==> src/hdl/e2d_pkg.sv <==
// ============================================================================
// e2d_pkg: shared types, constants and functions of the epoch to date block
// Field widths, calendar and time-of-day constants, the fixed-point
// reciprocals that replace the constant divisions, and the year-start helper.
// ============================================================================
package e2d_pkg;

	// Port field widths.
	localparam int MS_W   = 48;
	localparam int YEAR_W = 12;
	localparam int DOY_W  = 9;
	localparam int MON_W  = 4;
	localparam int DOM_W  = 5;
	localparam int HOUR_W = 5;
	localparam int MIN_W  = 6;
	localparam int SEC_W  = 6;
	localparam int MSEC_W = 10;

	// Default supported year span.
	localparam int MIN_YEAR_DEF = 1900;
	localparam int MAX_YEAR_DEF = 2099;
	localparam int EPOCH_YEAR   = 1970;

	// One day is 2^10 * 84375 milliseconds.
	localparam longint MS_PER_DAY = 86400000;
	localparam int DAY_SHIFT      = 10;
	localparam int DAY_ODD        = 84375;
	localparam int DAY_ODD_W      = 17;
	localparam int TOD_W          = DAY_ODD_W + DAY_SHIFT;

	localparam int MS_PER_SEC  = 1000;
	localparam int SEC_PER_MIN = 60;
	localparam int MIN_PER_HR  = 60;

	// Days since 0001-01-01 fit in this many bits for any legal year span.
	localparam int D1_W = 21;

	// Gregorian cycle lengths in days.
	localparam int DAYS_400Y = 146097;
	localparam int DAYS_100Y = 36524;
	localparam int DAYS_4Y   = 1461;
	localparam int DAYS_1Y   = 365;

	// Exact reciprocals: floor(x / d) = (x * ceil(2^s / d)) >> s for an N-bit x,
	// with s = N + ceil(log2(d)).
	localparam int SH_400 = 39;
	localparam logic [21:0] RCP_400 =
		22'(((64'd1 << SH_400) + 64'(DAYS_400Y) - 64'd1) / 64'(DAYS_400Y));
	localparam int SH_100 = 34;
	localparam logic [18:0] RCP_100 =
		19'(((64'd1 << SH_100) + 64'(DAYS_100Y) - 64'd1) / 64'(DAYS_100Y));
	localparam int SH_4 = 27;
	localparam logic [16:0] RCP_4 =
		17'(((64'd1 << SH_4) + 64'(DAYS_4Y) - 64'd1) / 64'(DAYS_4Y));
	localparam int SH_1 = 20;
	localparam logic [11:0] RCP_1 =
		12'(((64'd1 << SH_1) + 64'(DAYS_1Y) - 64'd1) / 64'(DAYS_1Y));

	// Time of day: seconds = (tod >> 3) / 125, minutes = (tod >> 5) / 1875,
	// hours = (tod >> 7) / 28125.
	localparam int SH_SEC = 31;
	localparam logic [24:0] RCP_SEC = 25'(((64'd1 << SH_SEC) + 64'd124) / 64'd125);
	localparam int SH_MIN = 33;
	localparam logic [22:0] RCP_MIN = 23'(((64'd1 << SH_MIN) + 64'd1874) / 64'd1875);
	localparam int SH_HOUR = 35;
	localparam logic [20:0] RCP_HOUR = 21'(((64'd1 << SH_HOUR) + 64'd28124) / 64'd28125);

	// Sideband that travels with a day split through the divider.
	typedef struct packed {
		logic                 vld;
		logic                 oor;
		logic [DAY_SHIFT-1:0] ms_lo;
	} day_tag_t;

	// Leap years in 1 .. y-1, for y >= 1.
	function automatic longint leaps_before(input longint y);
		longint p;
		p = y - 1;
		return p / 4 - p / 100 + p / 400;
	endfunction

	// Days from 1970-01-01 to January 1 of year y, for y >= 1.
	function automatic longint year_start(input longint y);
		return 365 * (y - EPOCH_YEAR) + leaps_before(y) - leaps_before(EPOCH_YEAR);
	endfunction

	// Days of the year that precede month m (1..12).
	function automatic logic [DOY_W-1:0] days_before(input logic [MON_W-1:0] m,
		input logic leap);
		logic [DOY_W-1:0] base;
		case (m)
			4'd1:    base = 9'd0;
			4'd2:    base = 9'd31;
			4'd3:    base = 9'd59;
			4'd4:    base = 9'd90;
			4'd5:    base = 9'd120;
			4'd6:    base = 9'd151;
			4'd7:    base = 9'd181;
			4'd8:    base = 9'd212;
			4'd9:    base = 9'd243;
			4'd10:   base = 9'd273;
			4'd11:   base = 9'd304;
			4'd12:   base = 9'd334;
			default: base = 9'd0;
		endcase
		if (leap && (m > 4'd2)) begin
			base = base + 9'd1;
		end
		return base;
	endfunction

endpackage

==> src/hdl/e2d_day_div.sv <==
// ============================================================================
// e2d_day_div: three-stage division by the odd part of one day
// A reciprocal multiply gives a quotient that is at most one short. The
// remainder that goes with it and one compare and subtract then settle both.
// The tag rides along.
// ============================================================================
module e2d_day_div #(
	parameter int NUM_W = 34,
	parameter int QUO_W = 17
) (
	input  logic                            clk,
	input  logic                            arst_n,
	input  logic                            adv,
	input  e2d_pkg::day_tag_t               tag_in,
	input  logic [NUM_W-1:0]                num,
	output e2d_pkg::day_tag_t               tag_out,
	output logic [QUO_W-1:0]                quo,
	output logic [e2d_pkg::DAY_ODD_W-1:0]   rem
);
	import e2d_pkg::*;

	// The estimate uses only the numerator bits from LO_CUT up. The divisor is
	// above 2^16, so the dropped bits and the truncated reciprocal together
	// cost less than one in the quotient, and the estimate never runs over.
	localparam int LO_CUT = 15;
	localparam int XW     = NUM_W - LO_CUT;
	localparam int PW     = 2 * XW;
	localparam logic [XW-1:0] RCP =
		XW'((64'd1 << (NUM_W + 1)) / 64'(DAY_ODD));
	// The remainder of the estimate is below twice the divisor.
	localparam int RW = DAY_ODD_W + 1;

	logic [PW-1:0] prod;
	logic [RW-1:0] part;
	logic ge;
	day_tag_t tag_s1, tag_s2, tag_s3;
	logic [NUM_W-1:0] num_s1;
	logic [QUO_W-1:0] est_s1, est_s2;
	logic [RW-1:0] rem_s2;
	logic [QUO_W-1:0] quo_s3;
	logic [DAY_ODD_W-1:0] rem_s3;

	always_comb begin
		prod = PW'(num[NUM_W-1:LO_CUT]) * PW'(RCP);
		part = RW'(num_s1 - NUM_W'(est_s1) * NUM_W'(DAY_ODD));
		ge   = rem_s2 >= RW'(DAY_ODD);
	end

	always_ff @(posedge clk or negedge arst_n) begin
		if (!arst_n) begin
			tag_s1 <= '0;
			tag_s2 <= '0;
			tag_s3 <= '0;
		end else if (adv) begin
			tag_s1 <= tag_in;
			tag_s2 <= tag_s1;
			tag_s3 <= tag_s2;
		end
	end

	always_ff @(posedge clk) begin
		if (adv) begin
			num_s1 <= num;
			est_s1 <= prod[XW+1 +: QUO_W];
			est_s2 <= est_s1;
			rem_s2 <= part;
			quo_s3 <= est_s2 + QUO_W'(ge);
			rem_s3 <= ge ? DAY_ODD_W'(rem_s2 - RW'(DAY_ODD)) : rem_s2[DAY_ODD_W-1:0];
		end
	end

	assign tag_out = tag_s3;
	assign quo     = quo_s3;
	assign rem     = rem_s3;

endmodule

==> src/hdl/e2d_civil.sv <==
// ============================================================================
// e2d_civil: day count and time of day to calendar fields
// Splits days into Gregorian 400, 100, 4 and 1 year cycles, finds the month,
// and breaks the time of day into hours, minutes, seconds and milliseconds.
// ============================================================================
module e2d_civil #(
	parameter int MIN_YEAR = e2d_pkg::MIN_YEAR_DEF,
	parameter int QUO_W    = 17
) (
	input  logic                          clk,
	input  logic                          arst_n,
	input  logic                          adv,
	input  e2d_pkg::day_tag_t             tag,
	input  logic [QUO_W-1:0]              quo,
	input  logic [e2d_pkg::DAY_ODD_W-1:0] rem,
	output logic                          date_valid,
	output logic [e2d_pkg::YEAR_W-1:0]    year,
	output logic [e2d_pkg::DOY_W-1:0]     day_of_year,
	output logic [e2d_pkg::MON_W-1:0]     month,
	output logic [e2d_pkg::DOM_W-1:0]     day_of_month,
	output logic [e2d_pkg::HOUR_W-1:0]    hour,
	output logic [e2d_pkg::MIN_W-1:0]     minute,
	output logic [e2d_pkg::SEC_W-1:0]     second,
	output logic [e2d_pkg::MSEC_W-1:0]    millisecond,
	output logic                          out_of_range
);
	import e2d_pkg::*;

	localparam int NSTG = 11;
	// Days from 0001-01-01 to January 1 of the first supported year.
	localparam logic [D1_W-1:0] DAY0 =
		D1_W'(year_start(longint'(MIN_YEAR)) - year_start(longint'(1)));

	typedef struct packed {
		logic [HOUR_W-1:0] hr;
		logic [MIN_W-1:0]  mn;
		logic [SEC_W-1:0]  sc;
		logic [MSEC_W-1:0] ms;
	} tod_t;

	logic [NSTG:1] vld_s;
	logic [NSTG-1:1] oor_s;
	tod_t tm_s [2:NSTG-1];

	// Stage 1.
	logic [TOD_W-1:0] tod;
	logic [48:0] sec_prod;
	logic [44:0] min_prod;
	logic [40:0] hr_prod;
	logic [D1_W-1:0] d_s1;
	logic [TOD_W-1:0] tod_s1;
	logic [16:0] secq_s1;
	logic [10:0] minq_s1;
	logic [HOUR_W-1:0] hrq_s1;
	// Stage 2.
	logic [42:0] p400;
	logic [D1_W-1:0] d_s2;
	logic [3:0] n400_s2;
	// Stages 3 to 9.
	logic [17:0] r1_s3, r1_s4;
	logic [YEAR_W-1:0] yr_s3, yr_s4, yr_s5, yr_s6, yr_s7, yr_s8;
	logic [36:0] p100;
	logic [2:0] n100_s4;
	logic [1:0] n100c;
	logic [15:0] r2_s5, r2_s6;
	logic c400_s5, c400_s6;
	logic [32:0] p4;
	logic [4:0] n4_s6;
	logic [10:0] r3_s7, r3_s8;
	logic lok_s7, lok_s8;
	logic [22:0] p1;
	logic [2:0] n1_s8;
	logic [1:0] n1c;
	logic [DOY_W-1:0] doy_s9, doy_s10;
	logic [YEAR_W-1:0] year_s9, year_s10;
	logic leap_s9, leap_s10;
	// Stages 10 and 11.
	logic [MON_W-1:0] mon_cnt;
	logic [MON_W-1:0] mon_s10;
	logic [YEAR_W-1:0] year_s11;
	logic [DOY_W-1:0] doy_s11;
	logic [MON_W-1:0] mon_s11;
	logic [DOM_W-1:0] dom_s11;
	tod_t tm_s11;
	logic oor_s11;

	always_comb begin
		tod      = {rem, tag.ms_lo};
		sec_prod = 49'(tod[TOD_W-1:3]) * 49'(RCP_SEC);
		min_prod = 45'(tod[TOD_W-1:5]) * 45'(RCP_MIN);
		hr_prod  = 41'(tod[TOD_W-1:7]) * 41'(RCP_HOUR);
		p400     = 43'(d_s1) * 43'(RCP_400);
		p100     = 37'(r1_s3) * 37'(RCP_100);
		p4       = 33'(r2_s5) * 33'(RCP_4);
		p1       = 23'(r3_s7) * 23'(RCP_1);
		// The last day of a 400 year cycle, and of a 4 year cycle, yields
		// a quotient of four; it belongs to the last cycle, number three.
		n100c    = (n100_s4 == 3'd4) ? 2'd3 : n100_s4[1:0];
		n1c      = (n1_s8 == 3'd4) ? 2'd3 : n1_s8[1:0];
		mon_cnt  = 4'd1;
		for (int i = 2; i <= 12; i++) begin
			if (doy_s9 > days_before(MON_W'(i), leap_s9)) begin
				mon_cnt = mon_cnt + 4'd1;
			end
		end
	end

	always_ff @(posedge clk or negedge arst_n) begin
		if (!arst_n) begin
			vld_s <= '0;
		end else if (adv) begin
			vld_s <= {vld_s[NSTG-1:1], tag.vld};
		end
	end

	always_ff @(posedge clk) begin
		if (adv) begin
			oor_s <= {oor_s[NSTG-2:1], tag.oor};

			d_s1    <= D1_W'(quo) + DAY0;
			tod_s1  <= tod;
			secq_s1 <= sec_prod[47:SH_SEC];
			minq_s1 <= min_prod[43:SH_MIN];
			hrq_s1  <= hr_prod[39:SH_HOUR];

			d_s2     <= d_s1;
			n400_s2  <= p400[42:SH_400];
			tm_s[2].hr <= hrq_s1;
			tm_s[2].mn <= MIN_W'(minq_s1 - 11'(hrq_s1) * 11'(MIN_PER_HR));
			tm_s[2].sc <= SEC_W'(secq_s1 - 17'(minq_s1) * 17'(SEC_PER_MIN));
			tm_s[2].ms <= MSEC_W'(tod_s1 - TOD_W'(secq_s1) * TOD_W'(MS_PER_SEC));
			for (int k = 3; k < NSTG; k++) begin
				tm_s[k] <= tm_s[k-1];
			end

			r1_s3 <= 18'(d_s2 - D1_W'(n400_s2) * D1_W'(DAYS_400Y));
			yr_s3 <= YEAR_W'(n400_s2) * YEAR_W'(400);

			n100_s4 <= p100[36:SH_100];
			r1_s4   <= r1_s3;
			yr_s4   <= yr_s3;

			r2_s5   <= 16'(r1_s4 - 18'(n100c) * 18'(DAYS_100Y));
			yr_s5   <= yr_s4 + YEAR_W'(n100c) * YEAR_W'(100);
			c400_s5 <= n100c == 2'd3;

			n4_s6   <= p4[31:SH_4];
			r2_s6   <= r2_s5;
			yr_s6   <= yr_s5;
			c400_s6 <= c400_s5;

			// A year that closes a 4 year cycle is leap unless it is a
			// century year outside the last century of its 400 year cycle.
			r3_s7  <= 11'(r2_s6 - 16'(n4_s6) * 16'(DAYS_4Y));
			yr_s7  <= yr_s6 + (YEAR_W'(n4_s6) << 2);
			lok_s7 <= (n4_s6 != 5'd24) || c400_s6;

			n1_s8  <= p1[22:SH_1];
			r3_s8  <= r3_s7;
			yr_s8  <= yr_s7;
			lok_s8 <= lok_s7;

			doy_s9  <= DOY_W'(r3_s8 - 11'(n1c) * 11'(DAYS_1Y)) + 9'd1;
			year_s9 <= yr_s8 + YEAR_W'(n1c) + 12'd1;
			leap_s9 <= (n1c == 2'd3) && lok_s8;

			mon_s10  <= mon_cnt;
			doy_s10  <= doy_s9;
			year_s10 <= year_s9;
			leap_s10 <= leap_s9;

			oor_s11 <= oor_s[NSTG-1];
			if (oor_s[NSTG-1]) begin
				year_s11 <= '0;
				doy_s11  <= '0;
				mon_s11  <= '0;
				dom_s11  <= '0;
				tm_s11   <= '0;
			end else begin
				year_s11 <= year_s10;
				doy_s11  <= doy_s10;
				mon_s11  <= mon_s10;
				dom_s11  <= DOM_W'(doy_s10 - days_before(mon_s10, leap_s10));
				tm_s11   <= tm_s[NSTG-1];
			end
		end
	end

	assign date_valid   = vld_s[NSTG];
	assign year         = year_s11;
	assign day_of_year  = doy_s11;
	assign month        = mon_s11;
	assign day_of_month = dom_s11;
	assign hour         = tm_s11.hr;
	assign minute       = tm_s11.mn;
	assign second       = tm_s11.sc;
	assign millisecond  = tm_s11.ms;
	assign out_of_range = oor_s11;

endmodule

==> src/hdl/epoch_to_datetime.sv <==
// ============================================================================
// epoch_to_datetime: signed epoch milliseconds to Gregorian calendar time
// Fully pipelined converter from a 48-bit millisecond count since
// 1970-01-01 00:00:00.000 to year, day of year, month, day, hour, minute,
// second and millisecond.
// ============================================================================
//
// The block takes one request per clock cycle unless the pipeline holds,
// and returns one result per request, in order. One stage checks the range
// and rebases the count, three divide it by one day (a reciprocal multiply
// that may come out one short, the remainder that goes with it, and one
// compare and subtract that settles both), and the calendar split that
// follows takes eleven stages. Times before 1970 round down to the previous
// day, so the time of day is never negative. A time before January 1 of
// MIN_YEAR or after December 31 of MAX_YEAR sets out_of_range and returns
// zeros in every other field. The whole pipeline holds while a result waits
// under date_stall, so epoch_stall follows date_stall whenever the last
// stage is full.
//
module epoch_to_datetime #(
	parameter int MIN_YEAR = e2d_pkg::MIN_YEAR_DEF,
	parameter int MAX_YEAR = e2d_pkg::MAX_YEAR_DEF
) (
	input  logic                              clk,
	input  logic                              arst_n,
	// Request channel.
	input  logic                              epoch_valid,
	output logic                              epoch_stall,
	input  logic signed [e2d_pkg::MS_W-1:0]   epoch_ms,
	// Result channel.
	output logic                              date_valid,
	input  logic                              date_stall,
	output logic [e2d_pkg::YEAR_W-1:0]        year,
	output logic [e2d_pkg::DOY_W-1:0]         day_of_year,
	output logic [e2d_pkg::MON_W-1:0]         month,
	output logic [e2d_pkg::DOM_W-1:0]         day_of_month,
	output logic [e2d_pkg::HOUR_W-1:0]        hour,
	output logic [e2d_pkg::MIN_W-1:0]         minute,
	output logic [e2d_pkg::SEC_W-1:0]         second,
	output logic [e2d_pkg::MSEC_W-1:0]        millisecond,
	output logic                              out_of_range
);
	import e2d_pkg::*;

	// Supported span in days, and the millisecond bounds that go with it.
	localparam longint SPAN_DAYS = year_start(longint'(MAX_YEAR) + 1)
		- year_start(longint'(MIN_YEAR));
	localparam longint SPAN_MS = SPAN_DAYS * MS_PER_DAY;
	localparam logic signed [MS_W-1:0] LO_MS =
		MS_W'(year_start(longint'(MIN_YEAR)) * MS_PER_DAY);
	localparam logic signed [MS_W-1:0] HI_MS =
		MS_W'(year_start(longint'(MAX_YEAR) + 1) * MS_PER_DAY);

	// Offset count width, day quotient width and divider datapath width.
	localparam int UW = $clog2(SPAN_MS);
	localparam int QW = $clog2(SPAN_DAYS);
	localparam int CW = DAY_ODD_W + QW;

	// The pipeline moves unless a finished result is held back.
	logic adv;
	assign adv         = !date_valid || !date_stall;
	assign epoch_stall = !adv;

	// Stage 1: range check, and the count rebased to January 1 of MIN_YEAR,
	// which makes the day split a plain unsigned division.
	logic oor;
	logic signed [MS_W-1:0] rebased;
	logic vld_s1;
	logic oor_s1;
	logic [UW-1:0] u_s1;

	assign oor     = (epoch_ms < LO_MS) || (epoch_ms >= HI_MS);
	assign rebased = epoch_ms - LO_MS;

	always_ff @(posedge clk or negedge arst_n) begin
		if (!arst_n) begin
			vld_s1 <= 1'b0;
		end else if (adv) begin
			vld_s1 <= epoch_valid;
		end
	end

	always_ff @(posedge clk) begin
		if (adv) begin
			oor_s1 <= oor;
			u_s1   <= oor ? '0 : UW'(rebased);
		end
	end

	// Day split: the low ten bits of the count pass by the divider, since a
	// day is 2^10 times an odd number of milliseconds.
	day_tag_t div_tag_in;
	day_tag_t div_tag_out;
	logic [QW-1:0] div_quo;
	logic [DAY_ODD_W-1:0] div_rem;

	always_comb begin
		div_tag_in.vld   = vld_s1;
		div_tag_in.oor   = oor_s1;
		div_tag_in.ms_lo = u_s1[DAY_SHIFT-1:0];
	end

	e2d_day_div #(
		.NUM_W (CW),
		.QUO_W (QW)
	) u_day_div (
		.clk     (clk),
		.arst_n  (arst_n),
		.adv     (adv),
		.tag_in  (div_tag_in),
		.num     (CW'(u_s1[UW-1:DAY_SHIFT])),
		.tag_out (div_tag_out),
		.quo     (div_quo),
		.rem     (div_rem)
	);

	// Calendar and time-of-day fields; its last stage is the output register.
	e2d_civil #(
		.MIN_YEAR (MIN_YEAR),
		.QUO_W    (QW)
	) u_civil (
		.clk          (clk),
		.arst_n       (arst_n),
		.adv          (adv),
		.tag          (div_tag_out),
		.quo          (div_quo),
		.rem          (div_rem),
		.date_valid   (date_valid),
		.year         (year),
		.day_of_year  (day_of_year),
		.month        (month),
		.day_of_month (day_of_month),
		.hour         (hour),
		.minute       (minute),
		.second       (second),
		.millisecond  (millisecond),
		.out_of_range (out_of_range)
	);

endmodule
==> config.mk <==
export PLATFORM = sky130hd
export DESIGN_NAME = epoch_to_datetime
export DESIGN_NICKNAME = d
export VERILOG_FILES = /design/src/hdl/e2d_pkg.sv /design/src/hdl/e2d_day_div.sv /design/src/hdl/e2d_civil.sv /design/src/hdl/epoch_to_datetime.sv
export SDC_FILE = /design/constraint.sdc
export NUM_CORES = 2
export LEC_CHECK = 0
export BUFFER_PORTS_ARGS = -buffer_cell sky130_fd_sc_hd__buf_4
export CORE_ASPECT_RATIO = 0.6
export CORE_MARGIN = 10
export CORE_UTILIZATION = 44
export CTS_BUF_LIST = sky130_fd_sc_hd__clkbuf_2 sky130_fd_sc_hd__clkbuf_4 sky130_fd_sc_hd__clkbuf_8
export DETAILED_ROUTE_END_ITERATION = 7
export PLACE_DENSITY = 0.58
export REMOVE_ABC_BUFFERS = 1
export SYNTH_ARGS = -nofsm -noshare
export SYNTH_HDL_FRONTEND = slang
export SYNTH_HIERARCHICAL = 1
export SYNTH_SLANG_ARGS = --single-unit
export TNS_END_PERCENT = 10
==> constraint.sdc <==
create_clock -name clk -period 40.3 [get_ports clk]
set_input_delay 8.06 -clock clk [delete_from_list [all_inputs] [get_ports clk]]
set_output_delay 8.06 -clock clk [all_outputs]
set_load 0.02 [all_outputs]
== After elaboration in Yosys (flattened, before gate mapping) ==
Memories as Yosys holds them, arrays and structs flattened. A register that Yosys moved wholly into a read port is not among the register bits.
Index checks and enable logic that the tools add are counted.

* Register bits after elaboration: 531
* Latch bits: 0
* Bits in writable memories: 243
* Bits in read-only memories: 144
* Bits of input ports: 52
* Memories kept: 2

* Add/subtract/negate cells: 29
* Multipliers: 18
* Divide/modulo/power cells: 0
* Order comparisons: 15
* Equal/unequal tests: 5
* Shifts and indexed selects: 0
* Multiplexer cells: 32
* Bitwise operators: 0
* Reductions and logical operators: 8

{| class="wikitable"
|+ Memories
! name !! depth !! width !! rd ports !! clocked after memory_dff !! wr ports !! line !! source
|-
| u_civil.tm_s || 9 || 27 || 9 || 1 || 9 || e2d_civil.sv:43 || <nowiki>tod_t tm_s [2:NSTG-1];</nowiki>
|-
| (no name shown) || 16 || 9 || 1 || 1 || 0 || e2d_pkg.sv:91 || <nowiki>case (m)</nowiki>
|}

{| class="wikitable"
|+ Operators with widths
! kind !! number
|-
| $gt 9x9->1 || 10
|-
| $ge 48x43->1 const B || 1
|-
| $lt 48x43->1 const B || 1
|-
| $mux 4 || 12
|-
| $mul 24x24->47 const B || 1
|-
| $mul 22x23->44 const B || 1
|-
| $mul 21x22->43 const B || 1
|-
| $sub 43x43->43 const B || 1
|-
| $add 4x1->4 const B || 10
|-
| $mul 18x19->37 const B || 1
|-
| $mul 18x18->36 const B || 1
|-
| $mul 20x17->36 const B || 1
|-
| $sub 18x18->18 || 2
|-
| $mul 16x15->30 const B || 1
|-
| $mux 5 || 5
|-
| $mul 11x12->23 const B || 1
|-
| $add 17x20->21 const B || 1
|-
| $ge 18x17->1 const B || 1
|-
| $mul 17x17->18 const B || 1
|-
| $mul 4x18->18 const B || 1
|-
| $add 17x1->17 || 1
|-
| $mul 17x7->7 const B || 1
|-
| $mux 17 || 1
|-
| $sub 17x17->17 const B || 1
|-
| other kinds (30) || 49
|}

== Logic depth before layout (Yosys ltp) ==
* Word-level depth: 23
* Depth in mapped cells: 36
* Mapped depth without buffers: 36

== By module ==
Netlist, hierarchy kept.

{| class="wikitable"
|+ By module, submodules not included
! module !! times used !! cells an instance !! area each (µm²) !! sequential area each (µm²)
|-
| e2d_civil || 1 || 5,219 || 62,806.5 || 17,792.1
|-
| e2d_day_div || 1 || 1,312 || 14,940.6 || 4,023.9
|-
| epoch_to_datetime || 1 || 229 || 2,483.6 || 1,346.3
|}

== Worst setup path before layout ==
Ideal clock, no wire load.

* Path type: input port to output port
* Start point: input port date_stall
* End point: output port epoch_stall
* Arrival time: 26.103 ns
* Required time: 32.240 ns
* Slack: 6.137 ns
* Stages: 2
* Path through: nand2_1 -> inv_1

* Word-level cells in the longest chain between the ends: 3

{| class="wikitable"
|+ Ends and longest elaborated chain
! item !! line !! source
|-
| start: declaration || epoch_to_datetime.sv:32 || <nowiki>input logic date_stall,</nowiki>
|-
| $logic_not 1->1 || epoch_to_datetime.sv:61 || <nowiki>assign adv = !date_valid || !date_stall;</nowiki>
|-
| $logic_or 1x1->1 || epoch_to_datetime.sv:61 ||
|-
| $logic_not 1->1 || epoch_to_datetime.sv:62 || <nowiki>assign epoch_stall = !adv;</nowiki>
|-
| end: declaration || epoch_to_datetime.sv:28 || <nowiki>output logic epoch_stall,</nowiki>
|}

Every way passes these cells.

== Worst setup path after layout ==
* Start point: input port date_stall
* End point: output port epoch_stall

* Word-level cells in the longest chain between the ends: 3

{| class="wikitable"
|+ Ends and longest elaborated chain
! item !! line !! source
|-
| $logic_not 1->1 || epoch_to_datetime.sv:61 ||
|-
| $logic_or 1x1->1 || epoch_to_datetime.sv:61 ||
|-
| named net adv || epoch_to_datetime.sv:60 || <nowiki>logic adv;</nowiki>
|-
| $logic_not 1->1 || epoch_to_datetime.sv:62 ||
|}

The timed path passes the listed nets, and every way through them passes these cells.

==> results_dict.tcl <==
set metrics [dict create \
    hpwlAfterDp_mm 146.7 \
    portBuffers 111 \
    finalSetupViolCount 0 \
    h-tree-depth 3 \
    period_share_pct 41.82 \
    die_area_um2 200400 \
    cp_data_required_time_ns 32.24 \
    grt_usage_pct 18.04 \
    dr.first_iter.drc_count 2805 \
    chipWidth_um 571.3 \
    slowest_stage "nand2_4" \
    arrival_ns 8.79 \
    antenna_left 0 \
    routedWlPerCell_um 18.59 \
    maxCapViolCount 0 \
    synth_edf_count 728 \
    rsz0062_at_grt "false" \
    gp_congestion 0.9130 \
    cts_buffers 112 \
    antenna_found_initial 7 \
    insertion_delay_ns 0.79 \
    hold_class "register to register" \
    critPathMaxStageDelay_ns 0.31 \
    stdcell_count 9491 \
    netlist_area_um2 80230 \
    grt.overflow.total 0 \
    crit_path_start_kind "input port" \
    die_height_um 350.8 \
    hold_viol 0 \
    clockRootBuffer "clkbuf_8" \
    postCtsSetupRepairBufs 0 \
    ys_seq_area_share_pct 28.87 \
    synthArstFlopShare_pct 6.146 \
    area_delta_synth_final_pct 7.966 \
    cp-end-kind "output port" \
    post_cts_resized 0 \
    synthDistinctLibCells 106 \
    drive_gt1_share_pct 6.048 \
    grt_pass1_vias 49390 \
    row_count 121 \
    path_clk_slew_ns 0.06 \
    final_util_pct 47.76 \
    synth_warnings 6 \
    ctsHoldBuffers 0 \
    worstPathCellList "buf_4 -> nand2_4 -> inv_1 -> buf_4" \
    crit_fanout 15 \
    nFillCells 16400 \
    avgViaCountPerCell 4.862 \
    syn_inst 6760 \
    relSlewSlack_pct 28.88 \
    crit_type "input port to output port" \
    n_antenna_cell 0 \
    tns_ns 0 \
    ios 112 \
    synth-seq-cells 781 \
    status "finished clean" \
    finalMaxSlewViolations 0 \
    clk_path_buf_depth 3 \
    first_pass_iters 5 \
    cts_tree "built" \
    worst_hold_slack_ns 0.3910 \
    grt_max_degree 177 \
    final_nets 9550 \
    fin_crit_ns 16.85 \
    cts_sinks 781 \
    coreArea_um2 181400 \
    path_common_cell "buf_4" \
    postSynthAreaPerCell_um2 11.87 \
    grt_first_pass_wirelength_mm 284.7 \
    routed-via-count 46150 \
    max_freq_ghz 0.05933 \
    finalWirelength_mm 176.4 \
    initial_core_util_pct 44.24 \
    tightest_slew_ns 1.056 \
    ys_dominant_reg_cell "edfxtp_1" \
    finClkSkew_ns 0.03417 \
    placed_cells 9283 \
    drc 0 \
]
==> cell usage after synthesis (42+ instances only) <==
| cell type | count | share of area [%] |
|---|---|---|
| inv_1 | 1893 | 8.9 |
| ha_1 | 1421 | 22 |
| fa_1 | 1078 | 27 |
| edfxtp_1 | 728 | 27 |
| xnor2_1 | 212 | 2.3 |
| nor2_1 | 182 | 0.85 |
| a21oi_1 | 141 | 0.88 |
| nand2_1 | 120 | 0.56 |
| o21ai_0 | 102 | 0.64 |
| xor2_1 | 94 | 1.0 |
| nor2b_1 | 93 | 0.73 |
| a21o_1 | 92 | 0.86 |
| mux2_2 | 49 | 0.69 |
| dfrtp_1 | 48 | 1.5 |
| nand3_1 | 46 | 0.29 |
| nor3_1 | 42 | 0.26 |
==> metrics by stage <==
step | instance area [µm²] | worst slack [ns]
3_3_place_gp | 84230 | 23.41
2_1_floorplan | 80090 | 4.844
6_report | 86620 | 23.45
5_1_grt | 86620 | 23.39
4_1_cts | 86620 | 23.41
3_5_place_dp | 84230 | 23.42
==> kinds of logic after synthesis <==
group	count (synthesis)	synth area share, %
adder cells (fa/ha/maj)	2499	49.06
multiplexers	61	0.8437
AO/OA/AOI/OAI	543	4.558
other	1	0.004674
buffers and inverters	1923	9.067
XOR/XNOR	315	3.573
flip-flops	781	28.87
AND/OR/NAND/NOR	637	4.025
==> state kept, by name, indices dropped and copies added (netlist names), 12 cells and up, named ones only <==
| name | cells |
|---|---|
| u_day_div/est_s1 | 17 |
| u_civil/d_s2 | 18 |
| u_day_div/est_s2 | 17 |
| u_civil/year | 12 |
| u_day_div/quo | 17 |
| u_s1 | 43 |
| u_civil/year_s9 | 12 |
| u_day_div/num_s1 | 18 |
| u_day_div/rem | 17 |
| u_civil/r1_s3 | 18 |
| u_day_div/rem_s2 | 18 |
| u_civil/r1_s4 | 16 |
| u_civil/d_s1 | 19 |
| u_day_div/tag_s1 | 12 |
| u_day_div/tag_out | 12 |
| u_civil/tm_s | 243 |
| u_day_div/tag_s2 | 12 |
| u_civil/r2_s5 | 16 |
| u_civil/year_s10 | 12 |
==> metal layers <==
layer	share of wire, %	vias up	global-route usage, %
met2	38	919	24.30
met4	0.87	0	1.839
met3	7.0	122	4.488
li1	-	22200	-
met1	54	22910	29.63
met5	0	-	0
==> critical path: cells and delay by family <==
family	cells	cell delay, ns
buffers and inverters	3	0.38
AND/OR/NAND/NOR	1	0.31
==> placed cells by master (no fill, tap or decap), types with 21 or more instances in the layout <==
| cell | n |
|---|---|
| nand2b_1 | 26 |
| a21boi_0 | 21 |
| clkinv_1 | 27 |
| xor2_1 | 94 |
| ha_1 | 1421 |
| nand4_1 | 37 |
| xnor2_1 | 212 |
| nor3_1 | 42 |
| nor2_1 | 182 |
| nor2b_1 | 93 |
| dfrtp_1 | 48 |
| clkbuf_4 | 29 |
| o21ai_0 | 102 |
| nand2_1 | 119 |
| nand3_1 | 46 |
| mux2_2 | 49 |
| a21oi_1 | 141 |
| edfxtp_1 | 728 |
| clkbuf_8 | 117 |
| o21a_1 | 37 |
| a211oi_1 | 21 |
| a21o_1 | 92 |
| fa_1 | 1078 |
| inv_1 | 1893 |
| buf_4 | 146 |
==> worst paths after layout <==
| path | depth (start not counted) | start | to | slack, ns |
|---|---|---|---|---|
| min reg2reg | 0 | u_civil/tm_s[9][0] | u_civil/tm_s[10][0] | 0.39 |
| min in group asynchronous | 1 | arst_n | u_day_div/tag_s2[10] | 7.30 |
| max reg2reg | 36 | u_civil/leap_s9 | register | 32.14 |
| max | 4 | date_stall | epoch_stall | 23.45 |
| max in group asynchronous | 1 | arst_n | u_day_div/tag_s1[8] | 32.60 |
| min | 0 | u_civil/tm_s[9][0] | u_civil/tm_s[10][0] | 0.39 |
==> area by class of cell <==
class	instances	area [µm²]	share of cell area [%]
Clock inverter	62	561.8	0.6486
Timing Repair Buffer	148	1136	1.312
Inverter	1894	7109	8.207
Tap cell	2398	3000	3.464
Multi-Input combinational cell	4062	49820	57.52
Clock buffer	146	1828	2.110
Sequential cell	781	23160	26.74
Power is left out: the tool's default activity adds up to more than one toggle a clock period on the data nets, which glitch-free logic cannot reach.
